## src/rtl/mkc_pkg.sv

```systemverilog
// shared types, constants and rounding helper for the median/kalman sensor channel
// no dependencies
package mkc_pkg;

  localparam int WINDOW = 5;
  localparam int IDX_W  = $clog2(WINDOW);
  localparam int CNT_W  = $clog2(WINDOW + 1);
  localparam int SMP_W  = 20;
  localparam int K_W    = 17;
  localparam int DIV_CNT_W = $clog2(K_W);

  localparam logic [2:0] REG_PROCESS_NOISE     = 3'd0;
  localparam logic [2:0] REG_MEASUREMENT_NOISE = 3'd1;
  localparam logic [2:0] REG_CAL_SLOPE         = 3'd2;
  localparam logic [2:0] REG_CAL_OFFSET        = 3'd3;
  localparam logic [2:0] REG_OUT_MAX           = 3'd4;

  typedef struct packed {
    logic                    done;
    logic signed [SMP_W-1:0] median;
  } med_res_t;

  typedef struct packed {
    logic           done;
    logic [K_W-1:0] k;
  } div_res_t;

  // round(x / 65536), halves away from zero
  function automatic logic signed [38:0] round_q16(input logic signed [54:0] x);
    logic        [54:0] mag;
    logic        [54:0] sum;
    logic        [38:0] rmag;
    mag  = x[54] ? 55'(-x) : 55'(x);
    sum  = mag + 55'd32768;
    rmag = sum[54:16];
    return x[54] ? 39'(-rmag) : 39'(rmag);
  endfunction

endpackage

```

## src/rtl/mkc_window.sv

```systemverilog
// sample ring and rank-count median search, one candidate per cycle
// depends on mkc_pkg
module mkc_window import mkc_pkg::*; (
  input  logic                    clk,
  input  logic                    rst_n,
  input  logic                    wr,
  input  logic signed [SMP_W-1:0] sample,
  output med_res_t                res
);

  logic signed [SMP_W-1:0] win_r [WINDOW];
  logic [IDX_W-1:0] slot_r, slot_nxt;
  logic             full_r, full_nxt;
  logic [CNT_W-1:0] count_r;
  logic [IDX_W-1:0] cand_r;
  logic             busy_r;
  logic signed [SMP_W-1:0] med_r;
  logic             done_r;
  logic signed [SMP_W-1:0] cand;
  logic [CNT_W-1:0] rank;

  always_comb begin
    if (slot_r == IDX_W'(WINDOW - 1)) begin
      slot_nxt = '0;
      full_nxt = 1'b1;
    end else begin
      slot_nxt = slot_r + 1'b1;
      full_nxt = full_r;
    end
  end

  // stable rank of the candidate among the held samples
  always_comb begin
    cand = win_r[cand_r];
    rank = '0;
    for (int j = 0; j < WINDOW; j++) begin
      if ((CNT_W'(j) < count_r) &&
          ((win_r[j] < cand) || ((win_r[j] == cand) && (IDX_W'(j) < cand_r))))
        rank = rank + 1'b1;
    end
  end

  always_ff @(posedge clk) begin
    if (wr) win_r[slot_r] <= sample;
    if (busy_r && (rank == (count_r >> 1))) med_r <= cand;
  end

  always_ff @(posedge clk) begin
    if (!rst_n) begin
      slot_r  <= '0;
      full_r  <= 1'b0;
      count_r <= '0;
      cand_r  <= '0;
      busy_r  <= 1'b0;
      done_r  <= 1'b0;
    end else begin
      done_r <= 1'b0;
      if (wr) begin
        slot_r  <= slot_nxt;
        full_r  <= full_nxt;
        count_r <= full_nxt ? CNT_W'(WINDOW) : CNT_W'(slot_nxt);
        cand_r  <= '0;
        busy_r  <= 1'b1;
      end else if (busy_r) begin
        if (CNT_W'(cand_r) == count_r - 1'b1) begin
          busy_r <= 1'b0;
          done_r <= 1'b1;
        end else begin
          cand_r <= cand_r + 1'b1;
        end
      end
    end
  end

  assign res.done   = done_r;
  assign res.median = med_r;

endmodule

```

## src/rtl/mkc_div.sv

```systemverilog
// restoring divider for the kalman gain, one quotient bit per cycle
// depends on mkc_pkg
module mkc_div import mkc_pkg::*; (
  input  logic        clk,
  input  logic        rst_n,
  input  logic        start,
  input  logic [31:0] num,
  input  logic [32:0] den,
  output div_res_t    res
);

  logic [33:0]          rem_r;
  logic [32:0]          den_r;
  logic [K_W-1:0]       q_r;
  logic [DIV_CNT_W-1:0] cnt_r;
  logic                 busy_r, done_r, zero_r;
  logic                 ge;
  logic [33:0]          diff;

  assign ge   = rem_r >= {1'b0, den_r};
  assign diff = ge ? (rem_r - {1'b0, den_r}) : rem_r;

  always_ff @(posedge clk) begin
    if (start) begin
      rem_r  <= {2'b0, num};
      den_r  <= den;
      zero_r <= (den == '0);
      q_r    <= '0;
    end else if (busy_r) begin
      rem_r <= {diff[32:0], 1'b0};
      q_r   <= {q_r[K_W-2:0], ge};
    end
  end

  always_ff @(posedge clk) begin
    if (!rst_n) begin
      busy_r <= 1'b0;
      done_r <= 1'b0;
      cnt_r  <= '0;
    end else begin
      done_r <= 1'b0;
      if (start) begin
        busy_r <= 1'b1;
        cnt_r  <= '0;
      end else if (busy_r) begin
        if (cnt_r == DIV_CNT_W'(K_W - 1)) begin
          busy_r <= 1'b0;
          done_r <= 1'b1;
        end else begin
          cnt_r <= cnt_r + 1'b1;
        end
      end
    end
  end

  assign res.done = done_r;
  assign res.k    = zero_r ? '0 : q_r;

endmodule

```

## src/rtl/median_kalman_sensor_channel.sv

```systemverilog
// top level: median of five, scalar kalman filter, linear calibration with clamp
// depends on mkc_pkg, mkc_window, mkc_div
//
// One probe voltage item in (signed Q16 volts), one result out per item. The
// ring keeps the last five samples; the median over the samples held so far
// (upper middle for an even count) feeds a scalar kalman filter whose estimate
// is mapped as slope * estimate + offset and clamped to 0..out_max. The median
// search visits one candidate per cycle over the 1..5 held samples, the gain
// divider yields one quotient bit per cycle (17 bits), and a single shared
// multiplier does the three products one after another; for the first item
// after reset the median only loads the estimate, so the divider and the first
// two products are skipped. in_tready comes back in the same cycle as the
// result appears. in_tready is high only while the sequencer is idle; the
// result sits in an output register, so the next item is taken while it waits.
// cfg writes are always ready and take effect at once.
module median_kalman_sensor_channel import mkc_pkg::*; (
  input  logic        clk,
  input  logic        rst_n,
  input  logic        in_tvalid,
  output logic        in_tready,
  input  logic [23:0] in_tdata,   // [19:0] sample_volts
  output logic        out_tvalid,
  input  logic        out_tready,
  output logic [71:0] out_tdata,  // [19:0] median_volts, [39:20] filtered_volts, [70:40] value
  output logic [0:0]  out_tuser,  // [0] saturated
  input  logic        cfg_valid,
  output logic        cfg_ready,
  input  logic [2:0]  cfg_index,
  input  logic [31:0] cfg_data
);

  typedef enum logic [6:0] {
    ST_IDLE = 7'b0000001,
    ST_MED  = 7'b0000010,
    ST_DIV  = 7'b0000100,
    ST_MK   = 7'b0001000,
    ST_MP   = 7'b0010000,
    ST_CAL  = 7'b0100000,
    ST_FIN  = 7'b1000000
  } state_t;

  state_t state_r, state_nxt;

  // configuration registers
  logic [15:0]        q_noise_r;
  logic [21:0]        r_noise_r;
  logic signed [31:0] slope_r;
  logic signed [31:0] offset_r;
  logic [30:0]        out_max_r;

  // filter state
  logic signed [SMP_W-1:0] est_r;
  logic [31:0]             var_r;
  logic                    primed_r;
  logic                    var_pend_r;

  // working registers
  logic signed [SMP_W-1:0] med_r;
  logic [31:0]             p_r;
  logic [K_W-1:0]          k_r;
  logic signed [54:0]      prod_r;

  // output register
  logic                    out_valid_r;
  logic [71:0]             out_data_r;
  logic                    out_sat_r;

  med_res_t med_res;
  div_res_t div_res;

  logic        in_acc;
  logic [32:0] p_sum;
  logic [31:0] p_sat;
  logic [32:0] den;
  logic        div_start;

  logic signed [32:0] mul_a;
  logic signed [21:0] mul_b;
  logic signed [54:0] mul_p;
  logic signed [38:0] rnd;
  logic signed [SMP_W:0] diff;
  logic [K_W-1:0]     omk;
  logic signed [39:0] val;
  logic [30:0]        val_clamped;
  logic               val_sat;
  logic               out_free;

  assign in_tready = (state_r == ST_IDLE);
  assign in_acc    = in_tvalid && in_tready;
  assign cfg_ready = 1'b1;
  assign out_free  = !out_valid_r || out_tready;

  // variance plus process noise, saturating, and the gain denominator
  assign p_sum     = {1'b0, var_r} + {17'b0, q_noise_r};
  assign p_sat     = p_sum[32] ? 32'hFFFF_FFFF : p_sum[31:0];
  assign den       = {1'b0, p_sat} + {11'b0, r_noise_r};
  assign div_start = (state_r == ST_MED) && med_res.done && primed_r;

  mkc_window u_window (
    .clk    (clk),
    .rst_n  (rst_n),
    .wr     (in_acc),
    .sample (in_tdata[SMP_W-1:0]),
    .res    (med_res)
  );

  mkc_div u_div (
    .clk   (clk),
    .rst_n (rst_n),
    .start (div_start),
    .num   (p_sat),
    .den   (den),
    .res   (div_res)
  );

  // shared multiplier operand selection
  assign diff = {med_r[SMP_W-1], med_r} - {est_r[SMP_W-1], est_r};
  assign omk  = K_W'(17'd65536 - k_r);

  always_comb begin
    case (state_r)
      ST_MK: begin
        mul_a = 33'(diff);
        mul_b = {5'b0, k_r};
      end
      ST_MP: begin
        mul_a = {1'b0, p_r};
        mul_b = {5'b0, omk};
      end
      ST_CAL: begin
        mul_a = {slope_r[31], slope_r};
        mul_b = {{2{est_r[SMP_W-1]}}, est_r};
      end
      default: begin
        mul_a = '0;
        mul_b = '0;
      end
    endcase
  end

  assign mul_p = mul_a * mul_b;
  assign rnd   = round_q16(prod_r);

  // calibration and clamp
  assign val = {rnd[38], rnd} + {{8{offset_r[31]}}, offset_r};
  always_comb begin
    if (val[39]) begin
      val_clamped = '0;
      val_sat     = 1'b1;
    end else if (val > {9'b0, out_max_r}) begin
      val_clamped = out_max_r;
      val_sat     = 1'b1;
    end else begin
      val_clamped = val[30:0];
      val_sat     = 1'b0;
    end
  end

  // sequencer
  always_comb begin
    state_nxt = state_r;
    case (state_r)
      ST_IDLE: if (in_acc) state_nxt = ST_MED;
      ST_MED:  if (med_res.done) state_nxt = primed_r ? ST_DIV : ST_CAL;
      ST_DIV:  if (div_res.done) state_nxt = ST_MK;
      ST_MK:   state_nxt = ST_MP;
      ST_MP:   state_nxt = ST_CAL;
      ST_CAL:  state_nxt = ST_FIN;
      ST_FIN:  if (out_free) state_nxt = ST_IDLE;
      default: state_nxt = ST_IDLE;
    endcase
  end

  // datapath registers
  always_ff @(posedge clk) begin
    case (state_r)
      ST_MED: begin
        if (med_res.done) begin
          med_r <= med_res.median;
          p_r   <= p_sat;
        end
      end
      ST_DIV: if (div_res.done) k_r <= div_res.k;
      ST_MK:  prod_r <= mul_p;
      ST_MP:  prod_r <= mul_p;
      ST_CAL: prod_r <= mul_p;
      default: ;
    endcase
    if (state_r == ST_FIN && out_free) begin
      out_data_r <= {1'b0, val_clamped, est_r, med_r};
      out_sat_r  <= val_sat;
    end
  end

  // control, filter state and configuration
  always_ff @(posedge clk) begin
    if (!rst_n) begin
      state_r     <= ST_IDLE;
      q_noise_r   <= 16'd66;
      r_noise_r   <= 22'd3277;
      slope_r     <= -32'sd327680;
      offset_r    <= 32'sd1398538;
      out_max_r   <= 31'd917504;
      est_r       <= '0;
      var_r       <= 32'd65536;
      primed_r    <= 1'b0;
      var_pend_r  <= 1'b0;
      out_valid_r <= 1'b0;
    end else begin
      state_r <= state_nxt;
      if (cfg_valid) begin
        case (cfg_index)
          REG_PROCESS_NOISE:     q_noise_r <= cfg_data[15:0];
          REG_MEASUREMENT_NOISE: r_noise_r <= cfg_data[21:0];
          REG_CAL_SLOPE:         slope_r   <= cfg_data;
          REG_CAL_OFFSET:        offset_r  <= cfg_data;
          REG_OUT_MAX:           out_max_r <= cfg_data[30:0];
          default: ;
        endcase
      end
      // first median only loads the estimate
      if (state_r == ST_MED && med_res.done && !primed_r) begin
        est_r    <= med_res.median;
        primed_r <= 1'b1;
      end
      // estimate update from the gain times innovation product
      if (state_r == ST_MP) begin
        est_r      <= est_r + rnd[SMP_W-1:0];
        var_pend_r <= 1'b1;
      end
      // variance update from the (1 - k) * p product
      if (state_r == ST_CAL && var_pend_r) begin
        var_r      <= rnd[31:0];
        var_pend_r <= 1'b0;
      end
      if (state_r == ST_FIN && out_free)
        out_valid_r <= 1'b1;
      else if (out_tready)
        out_valid_r <= 1'b0;
    end
  end

  assign out_tvalid = out_valid_r;
  assign out_tdata  = out_data_r;
  assign out_tuser  = out_sat_r;

  // checks
  a_div_in_div_state: assert property (@(posedge clk) disable iff (!rst_n)
    div_res.done |-> (state_r == ST_DIV))
    else $error("gain divider finished outside its step");

  a_med_in_med_state: assert property (@(posedge clk) disable iff (!rst_n)
    med_res.done |-> (state_r == ST_MED))
    else $error("median search finished outside its step");

  a_value_in_range: assert property (@(posedge clk) disable iff (!rst_n)
    out_valid_r |-> (out_data_r[70:40] <= out_max_r))
    else $error("calibrated value above limit");

  a_prime_once: assert property (@(posedge clk) disable iff (!rst_n)
    $past(primed_r) |-> primed_r)
    else $error("filter lost its primed flag");

endmodule

```

## config.mk

```make
export PLATFORM = sky130hd
export DESIGN_NAME = median_kalman_sensor_channel
export DESIGN_NICKNAME = d
export VERILOG_FILES = /design/src/rtl/mkc_pkg.sv /design/src/rtl/mkc_window.sv /design/src/rtl/mkc_div.sv /design/src/rtl/median_kalman_sensor_channel.sv
export SDC_FILE = /design/constraint.sdc
export NUM_CORES = 2
export LEC_CHECK = 0
export BUFFER_PORTS_ARGS = -buffer_cell sky130_fd_sc_hd__buf_2
export CAP_MARGIN = 25
export CORE_ASPECT_RATIO = 0.8
export CORE_MARGIN = 8
export CORE_UTILIZATION = 55
export CTS_CLUSTER_DIAMETER = 120
export DETAILED_ROUTE_END_ITERATION = 6
export MAX_ROUTING_LAYER = met4
export PLACE_DENSITY = 0.77
export SYNTH_ARGS = -nofsm -noshare
export SYNTH_HDL_FRONTEND = slang
export SYNTH_HIERARCHICAL = 1
export SYNTH_SLANG_ARGS = --single-unit
```

## constraint.sdc

```tcl
create_clock -name clk -period 13.75 [get_ports clk]
set_input_delay 2.75 -clock clk [delete_from_list [all_inputs] [get_ports clk]]
set_output_delay 2.75 -clock clk [all_outputs]
set_load 0.02 [all_outputs]
```

==> flow_summary.yaml <==
run_status:
  status: "completed"
power_and_ir_drop:
  leakagePower_nw: 30.7
  powerDensity_nw_per_um2: 74.1
  irDropWorstVdd_uv: 126
  p_switching_mw: 1.40
  intPower_mw: 3.79
  sw_frac_of_total_pct: 27.0
  p_comb_share_pct: 13.1
  seqPwrFrac_pct: 44.7
  pwr-share-clk_pct: 42.2
sta:
  clock_skew_ps: 43.3
  slew_violations: 0
  finalSetupTns_ps: 0
  finalCriticalPeriod_ps: 12800
  relSlewSlack_pct: 23.7
  setup-violations-final: 0
  max_freq_mhz: 78.1
  fin_crit_sh_pct: 93.1
  worstMarginPinSlew_ps: 1140
  grt_setup_unrepaired: "false"
  hold_violations: 0
grt:
  antenna_found_initial: 23
  grt_usage_pct: 31.9
  grt_remaining_overflow: 0
  grt_max_degree: 89
  grt_pass1_vias: 50961
  grt_pass1_wl_mm: 306
clocking:
  htreeDepth: 3
  clk_pin_slew_worst_paths_ps: 70
  clock_latency_ps: 690
  clockBufferDepth: 3
  cts_buffers: 74
  postCtsSetupRepairBufs: 0
  cts_tree: "done"
  cts-root-buf: "clkbuf_16"
  cts.sinks: 678
critical_path:
  cp-start-kind: "flip-flop"
  crit_type: "flip-flop to flip-flop"
  slowest_stage: "a221o_1"
  max_stage_delay_ps: 650
  crit_top_cell: "fa_1"
  critPathMaxFanout: 24
  end_kind: "flip-flop"
  worstPathArrival_ps: 13200
  ff2ff_setup_slack_ps: 950
  worstPathRequired_ps: 14150
drt:
  drt_wl_total_mm: 202
  ant_nets: 0
  drc: 0
  vias: 52086
  drt_iter0_markers: 6315
  wire_per_inst_um: 23.7
  vias_per_cell: 6.13
  drt_pass1_iterations: 6
placed_design:
  hpwlAfterDp_mm: 156
  portBuffers: 133
  gp_congestion: 1.01
logic_synthesis:
  synthDistinctLibCells: 103
  synth-seq-cells: 678
  synth_edf_count: 442
  synthArstFlopShare_pct: 0
  syn_nets: 8067
  synthFlopType: "edfxtp_1"
  yosysSeqAreaShare_pct: 27.8
  synth_cells: 6828
  syn-cell-area_um2: 64700
  synth.avg_cell_area_um2: 9.48
  synth-warning-count: 6
cells_and_area:
  nets: 8121
  layout-drive-gt1-share_pct: 7.68
  fin_util_pct: 60.0
  area_growth_pct: 8.22
floorplan:
  coreArea_um2: 117000
  die_w_um: 399
  rows: 112
  io_pins: 140
  die_h_um: 323
  die_area_um2: 129000
  initial_core_util_pct: 55.4
min_path:
  hp-class: "flip-flop to flip-flop"
run:
  drv_cap: 0
[through the flow]
step	instances	instance area (um^2)	worst slack [ps]	total power [mW]	hold slack, ps
finish	8492	70000	947	5.19	454
floorplan	6828	64700	2700	2.79	426
CTS	8477	69900	1010	5.20	455
global placement	8338	67200	1320	2.99	438
detailed placement	8341	67300	1060	3.03	446
global route	8492	70000	181	5.35	471
[flip-flops by register name, summed over array words and instances (netlist names), 5 cells and up, named ones only]
signal and cells:
est_r 20, k_r 17, med_r 20, offset_r 32, out_max_r 31, out_tdata 71
p_r 32, prod_r 55, q_noise_r 16, r_noise_r 22, slope_r 32, state_r 7
u_div/cnt_r 5, u_div/den_r 33, u_div/q_r 17, u_div/rem_r 34, u_window/med_r 20, u_window/win_r 160
var_r 32
[timing repair]
action                     in CTS  in global routing
hold buffers                    0                  0
gates resized for setup         0                  1
setup endpoints to repair       0                  2
[worst max-delay path, delay by kind of cell, from the launching register on]
kind | cells | cell delay, ps
buffers and inverters | 6 | 460
flip-flops | 1 | 470
AND/OR/NAND/NOR | 2 | 240
AO/OA/AOI/OAI | 23 | 6800
XOR/XNOR | 1 | 110
adder cells (fa/ha/maj) | 10 | 4420
[synth_stat cells (10+ instances only)]
| master | number | share of area, % |
|---|---|---|
| nand2b_1 | 41 | 0.40 |
| a21oi_1 | 335 | 2.6 |
| mux4_2 | 40 | 1.4 |
| or2_2 | 19 | 0.18 |
| nor3b_1 | 15 | 0.17 |
| a31o_2 | 12 | 0.16 |
| nor2_1 | 501 | 2.9 |
| o21ai_0 | 175 | 1.4 |
| a22o_1 | 34 | 0.46 |
| nand4_1 | 59 | 0.57 |
| dfxtp_1 | 236 | 7.3 |
| nor4_1 | 26 | 0.25 |
| o21bai_1 | 30 | 0.35 |
| a221o_1 | 25 | 0.39 |
| nor2b_1 | 73 | 0.71 |
| or3_1 | 43 | 0.42 |
| and2_1 | 62 | 0.60 |
| mux2i_1 | 116 | 1.8 |
| mux2_2 | 14 | 0.24 |
| xnor2_1 | 193 | 2.6 |
| ha_1 | 450 | 8.7 |
| a211oi_1 | 53 | 0.61 |
| nor3_1 | 74 | 0.57 |
| a221oi_1 | 21 | 0.28 |
| a22oi_1 | 21 | 0.24 |
| o311ai_1 | 13 | 0.18 |
| nand3b_1 | 12 | 0.14 |
| fa_1 | 725 | 22 |
| nand2_1 | 978 | 5.7 |
| a31oi_1 | 29 | 0.28 |
| nand3_1 | 141 | 1.1 |
| clkbuf_1 | 244 | 1.4 |
| edfxtp_1 | 442 | 21 |
| xor2_1 | 91 | 1.2 |
| o22ai_1 | 15 | 0.15 |
| or4_1 | 10 | 0.12 |
| buf_1 | 20 | 0.12 |
| o31ai_1 | 26 | 0.30 |
| o211ai_1 | 25 | 0.29 |
| a21o_1 | 121 | 1.4 |
| o21a_1 | 52 | 0.60 |
| inv_1 | 985 | 5.7 |
| and3_1 | 36 | 0.35 |
| a21boi_0 | 13 | 0.15 |
| o31a_1 | 12 | 0.16 |
[layout make-up]
type | count | area, um^2
clock buffer | 90 | 2060
multi-input combinational | 4882 | 42000
inverter | 988 | 3710
sequential | 678 | 18000
fill | 9618 | 46700
clock inverter | 46 | 617
antenna | 11 | 27.5
timing repair buffer | 258 | 1670
tap | 1539 | 1930
[power groups by stage]
| stage | logic (mW) | clock network [mW] | registers [mW] |
|---|---|---|---|
| after floorplan | 0.462 | 0 | 2.32 |
| after global placement | 0.640 | 0 | 2.35 |
| after detailed placement | 0.669 | 0 | 2.36 |
| after CTS | 0.677 | 2.21 | 2.31 |
| after global routing | 0.747 | 2.28 | 2.32 |
| final | 0.682 | 2.19 | 2.32 |
[cells in the final DEF (no fill, tap or decap), drive strengths merged, types with 75 or more instances in the layout]
master,count
edfxtp,442
clkbuf,90
xnor2,193
nor3,75
nand3,142
nor2,502
a21o,122
dfxtp,236
o21ai,184
inv,995
fa,725
mux2i,116
nand2,978
buf,258
ha,450
a21oi,335
xor2,92
[logic make-up after synthesis]
group / synth area share (%)
xor gates and xnor gates: 3.87
and+or+nand+nor: 14.9
adders and majority gates: 31.1
other: 0.0116
buffers and inverters: 7.43
DFF: 27.8
muxes: 3.45
AOI/OAI and AO/OA: 11.4
[metal layers]
layer | global-route usage [%] | up-vias | routed length, um
li1 | - | 22940 | -
met1 | 43.9 | 25552 | 81700
met2 | 43.9 | 3071 | 82100
met3 | 9.34 | 523 | 27300
met4 | 13.6 | 0 | 10400
met5 | - | - | 0
[worst paths after layout]
kind | from | endpoint | cells after the start
max | est_r[0] | prod_r[54] | 42
min | slope_r[3] | slope_r[3] | 2
max reg2reg | est_r[0] | prod_r[54] | 42
min reg2reg | slope_r[3] | slope_r[3] | 2
Power figures use the tool's default switching activity.
